`config.mk`:
```
export PLATFORM = sky130hd
export DESIGN_NAME = qte_unit
export DESIGN_NICKNAME = d
export VERILOG_FILES = /design/src/qte_pkg.sv /design/src/qte_unit.sv
export SDC_FILE = /design/constraint.sdc
export NUM_CORES = 2
export LEC_CHECK = 0
export BUFFER_PORTS_ARGS = -buffer_cell sky130_fd_sc_hd__buf_2
export CAP_MARGIN = 20
export CORE_MARGIN = 1.5
export CORE_UTILIZATION = 30
export DETAILED_ROUTE_END_ITERATION = 10
export SYNTH_ARGS = -nofsm -noshare
export SYNTH_HDL_FRONTEND = slang
export SYNTH_SLANG_ARGS = --single-unit
```
`constraint.sdc`:
```
create_clock -name clock -period 9.5 [get_ports clock]
set_clock_uncertainty 0.05 [all_clocks]
set_input_delay 0.475 -clock clock [delete_from_list [all_inputs] [get_ports clock]]
set_output_delay 0.475 -clock clock [all_outputs]
set_load 0.01 [all_outputs]
```
`src/qte_pkg.sv`:
```
// ----------------------------------------------------------------------------
// qte_pkg: shared types and constants of the quaternion to Euler angle unit
// Widths of the internal terms, the CORDIC arctangent table and the constants
// of the angle unit conversion.
// ----------------------------------------------------------------------------
`default_nettype none

package qte_pkg;

   localparam int QW                    = 16;  // quaternion component width
   localparam int OW                    = 16;  // angle result width
   localparam int TW                    = 34;  // term width (2^30 scaled)
   localparam int T3W                   = 32;  // clamped asin term width
   localparam int RADW                  = 62;  // radicand width of 1 - s^2
   localparam int ROOTW                 = 31;  // square root width
   localparam int REMW                  = 34;  // square root remainder width
   localparam int CW                    = 37;  // CORDIC x/y width
   localparam int ZW                    = 35;  // CORDIC angle width
   localparam int TAB_LEN               = 24;  // entries in the arctangent table
   localparam int CORDIC_ITERATIONS_DEF = 16;
   localparam int MAGW                  = 33;  // clamped angle magnitude width
   localparam int NUMW                  = 48;  // degree numerator width
   localparam int RQW                   = 17;  // unsaturated quotient width
   localparam int HALFW                 = 24;  // half of the numerator split
   localparam int PW                    = 41;  // partial product width

   localparam logic [31:0]           PI30      = 32'd3373259426;  // pi * 2^30
   localparam logic [31:0]           HALF_PI30 = 32'd1686629713;  // PI30 / 2
   localparam logic signed [TW-1:0]  ONE30_T   = 34'sd1073741824;
   localparam logic [RADW-1:0]       ONE60     = 62'd1 << 60;
   localparam logic [14:0]           DEG_SCALE = 15'd23040;       // 180 * 128
   localparam logic [RQW-1:0]        RECIP     = 17'd83444;       // ceil(2^48/PI30)

   typedef struct packed {
      logic signed [TW-1:0]  t1;       // heading numerator
      logic signed [TW-1:0]  t2;       // heading denominator
      logic signed [TW-1:0]  t4;       // pitch numerator
      logic signed [TW-1:0]  t5;       // pitch denominator
      logic signed [T3W-1:0] t3;       // clamped asin argument
      logic                  clamped;
   } side_type;

   // arctangent of 2^-i, radians scaled by 2^30
   function automatic logic [30:0] atan_entry(input int unsigned idx);
      logic [30:0] r;
      case (idx)
         0:  r = 31'd843314857;
         1:  r = 31'd497837830;
         2:  r = 31'd263043837;
         3:  r = 31'd133525159;
         4:  r = 31'd67021687;
         5:  r = 31'd33543516;
         6:  r = 31'd16775851;
         7:  r = 31'd8388437;
         8:  r = 31'd4194283;
         9:  r = 31'd2097149;
         10: r = 31'd1048576;
         11: r = 31'd524288;
         12: r = 31'd262144;
         13: r = 31'd131072;
         14: r = 31'd65536;
         15: r = 31'd32768;
         16: r = 31'd16384;
         17: r = 31'd8192;
         18: r = 31'd4096;
         19: r = 31'd2048;
         20: r = 31'd1024;
         21: r = 31'd512;
         22: r = 31'd256;
         23: r = 31'd128;
         default: r = '0;
      endcase
      return r;
   endfunction

endpackage

`default_nettype wire

```
`src/qte_unit.sv`:
```
// ----------------------------------------------------------------------------
// qte_unit: angle unit conversion
// Rounds the 2^30 scaled angle to radians * 8192 or to degrees * 128 and
// saturates to 16 bits. Degrees use a reciprocal multiply with one correction.
// ----------------------------------------------------------------------------
`default_nettype none

module qte_unit import qte_pkg::*; (
   input  wire logic                 clock,
   input  wire logic                 reset,
   input  wire logic                 en,
   input  wire logic                 in_valid,
   input  wire logic signed [ZW-1:0] in_z,
   input  wire logic                 in_tag,
   input  wire logic                 mode_deg,
   output      logic                 out_valid,
   output      logic signed [OW-1:0] out_angle,
   output      logic                 out_tag
);

   localparam int PRW = RQW + 32;

   logic [ZW-1:0]    mag_full;
   logic [MAGW-1:0]  magc;
   logic [MAGW:0]    rad_sum;
   logic [NUMW-1:0]  a_n_in, a_n_ff, b_n_ff, c_n_ff;
   logic [RQW-1:0]   a_rad_ff, b_rad_ff, c_rad_ff, c_q_ff, deg_q, q;
   logic             a_neg_ff, b_neg_ff, c_neg_ff;
   logic             a_tag_ff, b_tag_ff, c_tag_ff, tag_ff;
   logic             a_v_ff, b_v_ff, c_v_ff, d_v_ff;
   logic [PW-1:0]    plo_ff, phi_ff;
   logic [PW+HALFW-1:0] psum;
   logic [PRW-1:0]   prod;
   logic signed [OW-1:0] angle_in, angle_ff;

   // stage A: magnitude, clamp (anything clamped still saturates), numerator
   assign mag_full = in_z[ZW-1] ? ZW'(-in_z) : ZW'(in_z);
   assign magc     = (mag_full >= (ZW'(1) << MAGW)) ? '1 : mag_full[MAGW-1:0];
   assign rad_sum  = (MAGW+1)'(magc) + (MAGW+1)'(65536);
   assign a_n_in   = NUMW'(magc) * NUMW'(DEG_SCALE) + NUMW'(HALF_PI30);

   // stage C: quotient estimate, equal to the quotient or one above
   assign psum = {phi_ff, HALFW'(0)} + (PW+HALFW)'(plo_ff);

   // stage D: correct, select unit, saturate, restore sign
   assign prod  = PRW'(c_q_ff) * PRW'(PI30);
   assign deg_q = (prod > PRW'(c_n_ff)) ? c_q_ff - RQW'(1) : c_q_ff;
   assign q     = mode_deg ? deg_q : c_rad_ff;

   always_comb begin
      if (!c_neg_ff) begin
         angle_in = (q > RQW'(32767)) ? OW'(32767) : OW'(q);
      end else begin
         angle_in = (q > RQW'(32768)) ? OW'(-32768) : OW'(-q);
      end
   end

   always_ff @(posedge clock) begin
      if (reset) begin
         a_v_ff <= 1'b0;
         b_v_ff <= 1'b0;
         c_v_ff <= 1'b0;
         d_v_ff <= 1'b0;
      end else if (en) begin
         a_v_ff <= in_valid;
         b_v_ff <= a_v_ff;
         c_v_ff <= b_v_ff;
         d_v_ff <= c_v_ff;
      end
      if (en) begin
         a_neg_ff <= in_z[ZW-1];
         a_tag_ff <= in_tag;
         a_n_ff   <= a_n_in;
         a_rad_ff <= rad_sum[MAGW:MAGW-RQW+1];
         plo_ff   <= PW'(a_n_ff[HALFW-1:0]) * PW'(RECIP);
         phi_ff   <= PW'(a_n_ff[NUMW-1:HALFW]) * PW'(RECIP);
         b_n_ff   <= a_n_ff;
         b_rad_ff <= a_rad_ff;
         b_neg_ff <= a_neg_ff;
         b_tag_ff <= a_tag_ff;
         c_q_ff   <= psum[PW+HALFW-1:NUMW];
         c_n_ff   <= b_n_ff;
         c_rad_ff <= b_rad_ff;
         c_neg_ff <= b_neg_ff;
         c_tag_ff <= b_tag_ff;
         angle_ff <= angle_in;
         tag_ff   <= c_tag_ff;
      end
   end

   assign out_valid = d_v_ff;
   assign out_angle = angle_ff;
   assign out_tag   = tag_ff;

`ifndef SYNTHESIS
   // reciprocal estimate overshoots by at most one quotient step
   a_recip_bound: assert property (@(posedge clock) disable iff (reset)
      c_v_ff |-> prod <= PRW'(c_n_ff) + PRW'(PI30))
      else $error("degree quotient estimate out of bound");
`endif

endmodule

`default_nettype wire

```
* After elaboration in Yosys (flattened, before gate mapping) *
Index checks and enable logic that the tools add are counted.

word-level totals
  flip-flop bits (word level) = 317
  input port bits = 41
  output and inout port bits = 18
  word-level logic and storage cells = 42

operators by class
  add/sub/neg operators = 6
  multiply operators = 4
  order comparisons = 4
  muxes and demuxes = 7

operators with widths
  kind                                                                      number
  24-bit by 15-bit multiplier with 39-bit output (second input constant)    2
  65-bit by 41-bit adder with 65-bit output                                 1
  49-bit by 48-bit > comparator with 1-bit output                           1
  48-bit by 31-bit adder with 48-bit output (second input constant)         1
  17-bit by 31-bit multiplier with 48-bit output (second input constant)    1
  16-bit two-way mux                                                        3
  33-bit by 6-bit multiplier with 39-bit output (second input constant)     1
  35-bit by 34-bit >= comparator with 1-bit output (second input constant)  1
  35-bit two-way mux                                                        1
  35-bit negation                                                           1
  33-bit by 17-bit adder with 34-bit output (second input constant)         1
  17-bit two-way mux                                                        2
  33-bit two-way mux                                                        1
  17-bit by 15-bit > comparator with 1-bit output (second input constant)   1
  17-bit by 16-bit > comparator with 1-bit output (second input constant)   1
  17-bit by 1-bit subtractor with 17-bit output (second input constant)     1
  16-bit negation                                                           1

* Longest topological paths before layout *
  word-level depth = 7
  gate-level depth with buffers = 44
  depth with buffers taken out = 40

* Least setup slack after synthesis *
OpenSTA, ideal clock, no wires.

  path kind = flip-flop to flip-flop
  start point = reg c_q_ff[2]
  end point = reg angle_ff[13] (netlist: out_angle[13]) (data pin)
  library setup time = 0.256 ns
  data arrival time = 10.004 ns
  slack = -0.810 ns
  stages on the path, launching flop included = 40
  path buffers = 2
  cell sequence = edfxtp_1 -> inv_1 -> fa_1 -> fa_1 -> fa_1 -> inv_1 -> fa_1 -> inv_1 -> fa_1 -> inv_1 -> fa_1 -> ha_1 -> clkbuf_1 -> nand2_1 -> nor3_1 -> a22oi_1 -> a31oi_1 -> a21oi_1 -> (+4 left out) -> a21o_1 -> a21oi_1 -> xnor2_1 -> ha_1 -> nand4_1 -> nor4_1 -> o2111ai_1 -> a211o_1 -> and2_1 -> a41o_1 -> or3_1 -> buf_6 -> mux2i_1 -> nor2_1 -> or3b_4 -> nor3_4 -> mux2i_1 -> and4bb_1

between the ends
  longest elaborated chain between the ends = 7
  elaborated cells between the ends (all ways) = 11
  classes of those cells = add/sub (2); mul (1); order compare (3); mux (5)

RTL lines
  item                                             RTL line                        source
  start, declared                                  qte_unit.sv:27                  logic [RQW-1:0] a_rad_ff, b_rad_ff, c_rad_ff, c_q_ff, deg_q, q;
  start signal, assigned                           qte_unit.sv:81                  c_q_ff <= psum[PW+HALFW-1:NUMW];
  17-bit by 31-bit multiplier with 48-bit output   qte_unit.sv:46                  assign prod = PRW'(c_q_ff) * PRW'(PI30);
  49-bit by 48-bit > comparator with 1-bit output  qte_unit.sv:47                  assign deg_q = (prod > PRW'(c_n_ff)) ? c_q_ff - RQW'(1) : c_q_ff;
  17-bit two-way mux (*)                           qte_unit.sv:47
  17-bit two-way mux (*)                           qte_unit.sv:48                  assign q = mode_deg ? deg_q : c_rad_ff;
  16-bit negation (tied with other cells)          qte_unit.sv:54                  angle_in = (q > RQW'(32768)) ? OW'(-32768) : OW'(-q);
  16-bit two-way mux (on tied branches)            qte_unit.sv:54, qte_unit.sv:52
  16-bit two-way mux (*)                           qte_unit.sv:51                  if (!c_neg_ff) begin
  named net angle_in[13]                           qte_unit.sv:34                  logic signed [OW-1:0] angle_in, angle_ff;
  end signal, assigned                             qte_unit.sv:86                  angle_ff <= angle_in;
  end, declared                                    qte_unit.sv:34

Mark *: on every way through the listed nets, which the timed path passes. The rest lies on a longest branch.
A chain may end at the register's enable or synchronous reset.

* Final worst setup path *
  start point = reg c_q_ff[8]
  end point = reg angle_ff[13] (netlist: out_angle[13]) (data pin)

Same word-level chain as after synthesis.

==> metrics.txt <==
root cell of the clock tree=sky130_fd_sc_hd__clkbuf_16; cell occurring most often along the worst timing path=sky130_fd_sc_hd__fa_1; number of design rule violations left after detail routing=0; detailed-routing iteration count for the pre-antenna-repair pass=5; post-route design area=40600 um2; initial antenna violation count=3; leading area contributor after synthesis=sky130_fd_sc_hd__fa_1; share of the synthesized area in the top cell type=25.6%; share of the yosys chip area belonging to registers=22.4%; Starting Density=30.3%; area taken by multi-input logic gates=24800 um2; metal1 wirelength=39.9 mm; depth of the most critical reg-to-reg path=41; overall die width=346 um; I/O Pins=59; clock tree from TritonCTS=done; Clk pin slew, worst setup/hold paths=0.06 ns; post-synthesis register bit count=264; Final setup violation count=16; Final Hold Fails=0; via count=23900; arrival time of the worst setup path=10.45 ns; IO buf count=58; required time reported for the critical path endpoint=9.80 ns; area growth from synthesis to layout=15.2%; DRC violation total after the first TritonRoute iteration=1354; Via-to-Cell Ratio=4.60; Final Cycle Share=107%; DPL Wire Length=70.8 mm; wire length of the first global-routing pass=133 mm; DP Worst Slack=-0.947 ns; violations in the final reports=setup timing; synth cell count leaders=748 x sky130_fd_sc_hd__inv_1, 585 x sky130_fd_sc_hd__ha_1, 451 x sky130_fd_sc_hd__fa_1; instance count after placement with tap cells included=5130; max_cap viols=0; number of nets in the final layout=4737; startpoint types=flop; synth unique cells=85; Mean Syn Cell Area=10.5 um2; die height=346 um; wire per inst=15.8 um; via count of the first global-routing pass=25100; main flop type after synthesis=sky130_fd_sc_hd__edfxtp_1; clock buffers created by TritonCTS=29; highest routed layer=met4; Hold Path Cell Cnt=3; post-synthesis net count=4436; total grt overflow=0; Pins Over Slew Limit=0; most common cell in the synthesized netlist=sky130_fd_sc_hd__inv_1; amount of wire on met2 after detailed routing=37.4 mm; FF-to-FF Start=c_q_ff[8]; Post-DP Area=39100 um2; path type of the worst setup path=flop to flop; antenna-violating nets left=0; maximum root-to-sink buffer count=3; cells after synthesis=3359; global placer's final weighted congestion=0.901; Rows=125; longest individual stage delay on the worst path=0.63 ns; top cells by area in the synthesized netlist=sky130_fd_sc_hd__fa_1 26%, sky130_fd_sc_hd__edfxtp_1 22%, sky130_fd_sc_hd__ha_1 21%; maximum number of pins on one net before global-route repair=109; Yosys warnings=0; post-route setup slack=-0.654 ns; proportion of register bits with asynchronous set or reset after synthesis=0%; f_max=0.0985 GHz; final worst path period need=10.15 ns; non-filler cells, final=5206; overall die area=119000 um2; worst reg2reg setup slack=-0.65 ns; share of layout cells above drive strength 1=12.3%; slew of the pin with the lowest slew margin=1.02 ns; Hold Startpoint=in_valid; amount of wire on met3 after detailed routing=3.54 mm; critical path endpoint category=flop; worst-case headroom to the max-slew limit=32.1%; Max stage delay cell, worst path=sky130_fd_sc_hd__fa_2; synthesized cell area=35200 um2; sink of the worst hold path=a_v_ff; Clock Sink Count=264; sequential cell area=7890 um2; filler cell count=11800; status=complete, but fails checks; floorplan core area=116000 um2; setup repair after global routing missed its margin=true; kind of path behind the tightest hold check=primary input to flop; CTS HTree Levels=1; clock latency on the worst-skew pair=0.59 ns; number of flops mapped to enable cells by yosys=260; end of the worst register-to-register path=out_angle[13]; overall track demand over capacity in global routing=13.9%; worst setup path start=c_q_ff[8]; Max Fanout on Critical Path=6; Post-Route WL=82.1 mm
-- registers in the layout (all words and copies together), names as in the netlist, 17 cells and up --
| register | count |
|---|---|
| a_n_ff | 39 |
| c_n_ff | 39 |
| phi_ff | 39 |
| b_n_ff | 36 |
| a_rad_ff | 17 |
| b_rad_ff | 17 |
| c_q_ff | 17 |
| c_rad_ff | 17 |
-- stage by stage --
stage          utilization [%]  TNS [ns]  hold slack [ns]
4_1_cts                   34.8    -10.71           0.0641
6_report                  34.9     -9.44           0.0962
3_3_place_gp              33.6    -10.44            0.352
2_1_floorplan                -    -0.599            0.350
3_5_place_dp              33.6    -13.30            0.355
5_1_grt                   34.9    -15.96           0.0994
-- worst max-delay path by stage --
| stage | slack (ns) | end | cells after the start |
|---|---|---|---|
| floorplan | -0.18 | out_angle[13] | 40 |
| global placement | -0.76 | out_angle[13] | 40 |
| detailed placement | -0.95 | out_angle[13] | 40 |
| CTS | -0.74 | out_angle[8] | 42 |
| global route | -1.06 | out_angle[5] | 40 |
| finish | -0.65 | out_angle[13] | 41 |
-- what timing repair did --
action                                 in CTS  in global routing
pin swaps                                  37                 13
gates resized for setup                    44                 25
hold buffers                                2                  0
cloned                                      1                  0
setup buffers                              16                  6
setup endpoints to repair                  16                 16
endpoints found under the hold margin       3                  0
-- cells in the final DEF (no fill, tap or decap), types with 12 or more instances in the layout --
master | synthesis | final
sky130_fd_sc_hd__nand2_1 | 146 | 145
sky130_fd_sc_hd__a21o_1 | 56 | 56
sky130_fd_sc_hd__o21a_1 | 27 | 27
sky130_fd_sc_hd__buf_4 | 0 | 228
sky130_fd_sc_hd__a31oi_1 | 25 | 22
sky130_fd_sc_hd__xor2_1 | 88 | 88
sky130_fd_sc_hd__nor3_1 | 54 | 52
sky130_fd_sc_hd__o21ai_1 | 8 | 13
sky130_fd_sc_hd__nor2_1 | 150 | 150
sky130_fd_sc_hd__o31ai_1 | 22 | 21
sky130_fd_sc_hd__a21oi_1 | 121 | 108
sky130_fd_sc_hd__o21ai_0 | 79 | 72
sky130_fd_sc_hd__nand4_1 | 30 | 30
sky130_fd_sc_hd__a21oi_2 | 1 | 12
sky130_fd_sc_hd__nand2b_1 | 28 | 27
sky130_fd_sc_hd__buf_2 | 2 | 57
sky130_fd_sc_hd__fa_1 | 451 | 444
sky130_fd_sc_hd__inv_2 | 0 | 15
sky130_fd_sc_hd__and3_1 | 15 | 15
sky130_fd_sc_hd__o21bai_1 | 14 | 14
sky130_fd_sc_hd__a211oi_1 | 19 | 17
sky130_fd_sc_hd__edfxtp_1 | 260 | 260
sky130_fd_sc_hd__xnor2_1 | 122 | 122
sky130_fd_sc_hd__or3_1 | 18 | 16
sky130_fd_sc_hd__mux2i_1 | 18 | 18
sky130_fd_sc_hd__ha_1 | 585 | 575
sky130_fd_sc_hd__nor2b_1 | 20 | 20
sky130_fd_sc_hd__inv_1 | 748 | 732
sky130_fd_sc_hd__nand3_1 | 55 | 54
sky130_fd_sc_hd__clkbuf_16 | 0 | 29
sky130_fd_sc_hd__or2_2 | 12 | 12
-- metal layers --
metal	vias to the layer above	global-route usage (%)
li1	11800	-
met1	11700	19.9
met2	355	22.9
met3	69	1.60
met4	0	2.22
met5	-	0
-- logic make-up (layout without fill, tap and decap cells) --
logic type,Yosys count,after routing,share of synthesized area (%)
other,0,1,0
adder cells (fa/ha/maj),1036,1036,46.4
multiplexers,22,22,0.639
XOR/XNOR,211,211,5.28
buffers and inverters,779,1101,8.39
flip-flops,264,264,22.4
AO/OA/AOI/OAI,461,461,8.62
AND/OR/NAND/NOR,586,586,8.28
-- area by class of cell --
| class | instances | share of cell area (%) |
|---|---|---|
| antenna | 1 | 0.00616 |
| clock buffer | 37 | 1.86 |
| clock inverter | 15 | 0.512 |
| inverter | 748 | 6.92 |
| multi-input combinational | 2316 | 61.2 |
| sequential | 264 | 19.4 |
| tap | 1524 | 4.70 |
| timing repair buffer | 301 | 5.41 |
-- worst max-delay path: cells and delay by family (launching register included) --
kind                       cells  cell delay (ns)
adders and majority gates      8             3.71
AOI/OAI and AO/OA             13             2.33
and+or+nand+nor               10             2.30
buffers and inverters          8             0.77
DFF                            1             0.45
muxes                          1             0.17
xor gates and xnor gates       1             0.15
Power is not shown: default switching activity piles up to over one toggle a cycle in this logic, so the estimate is an artifact.
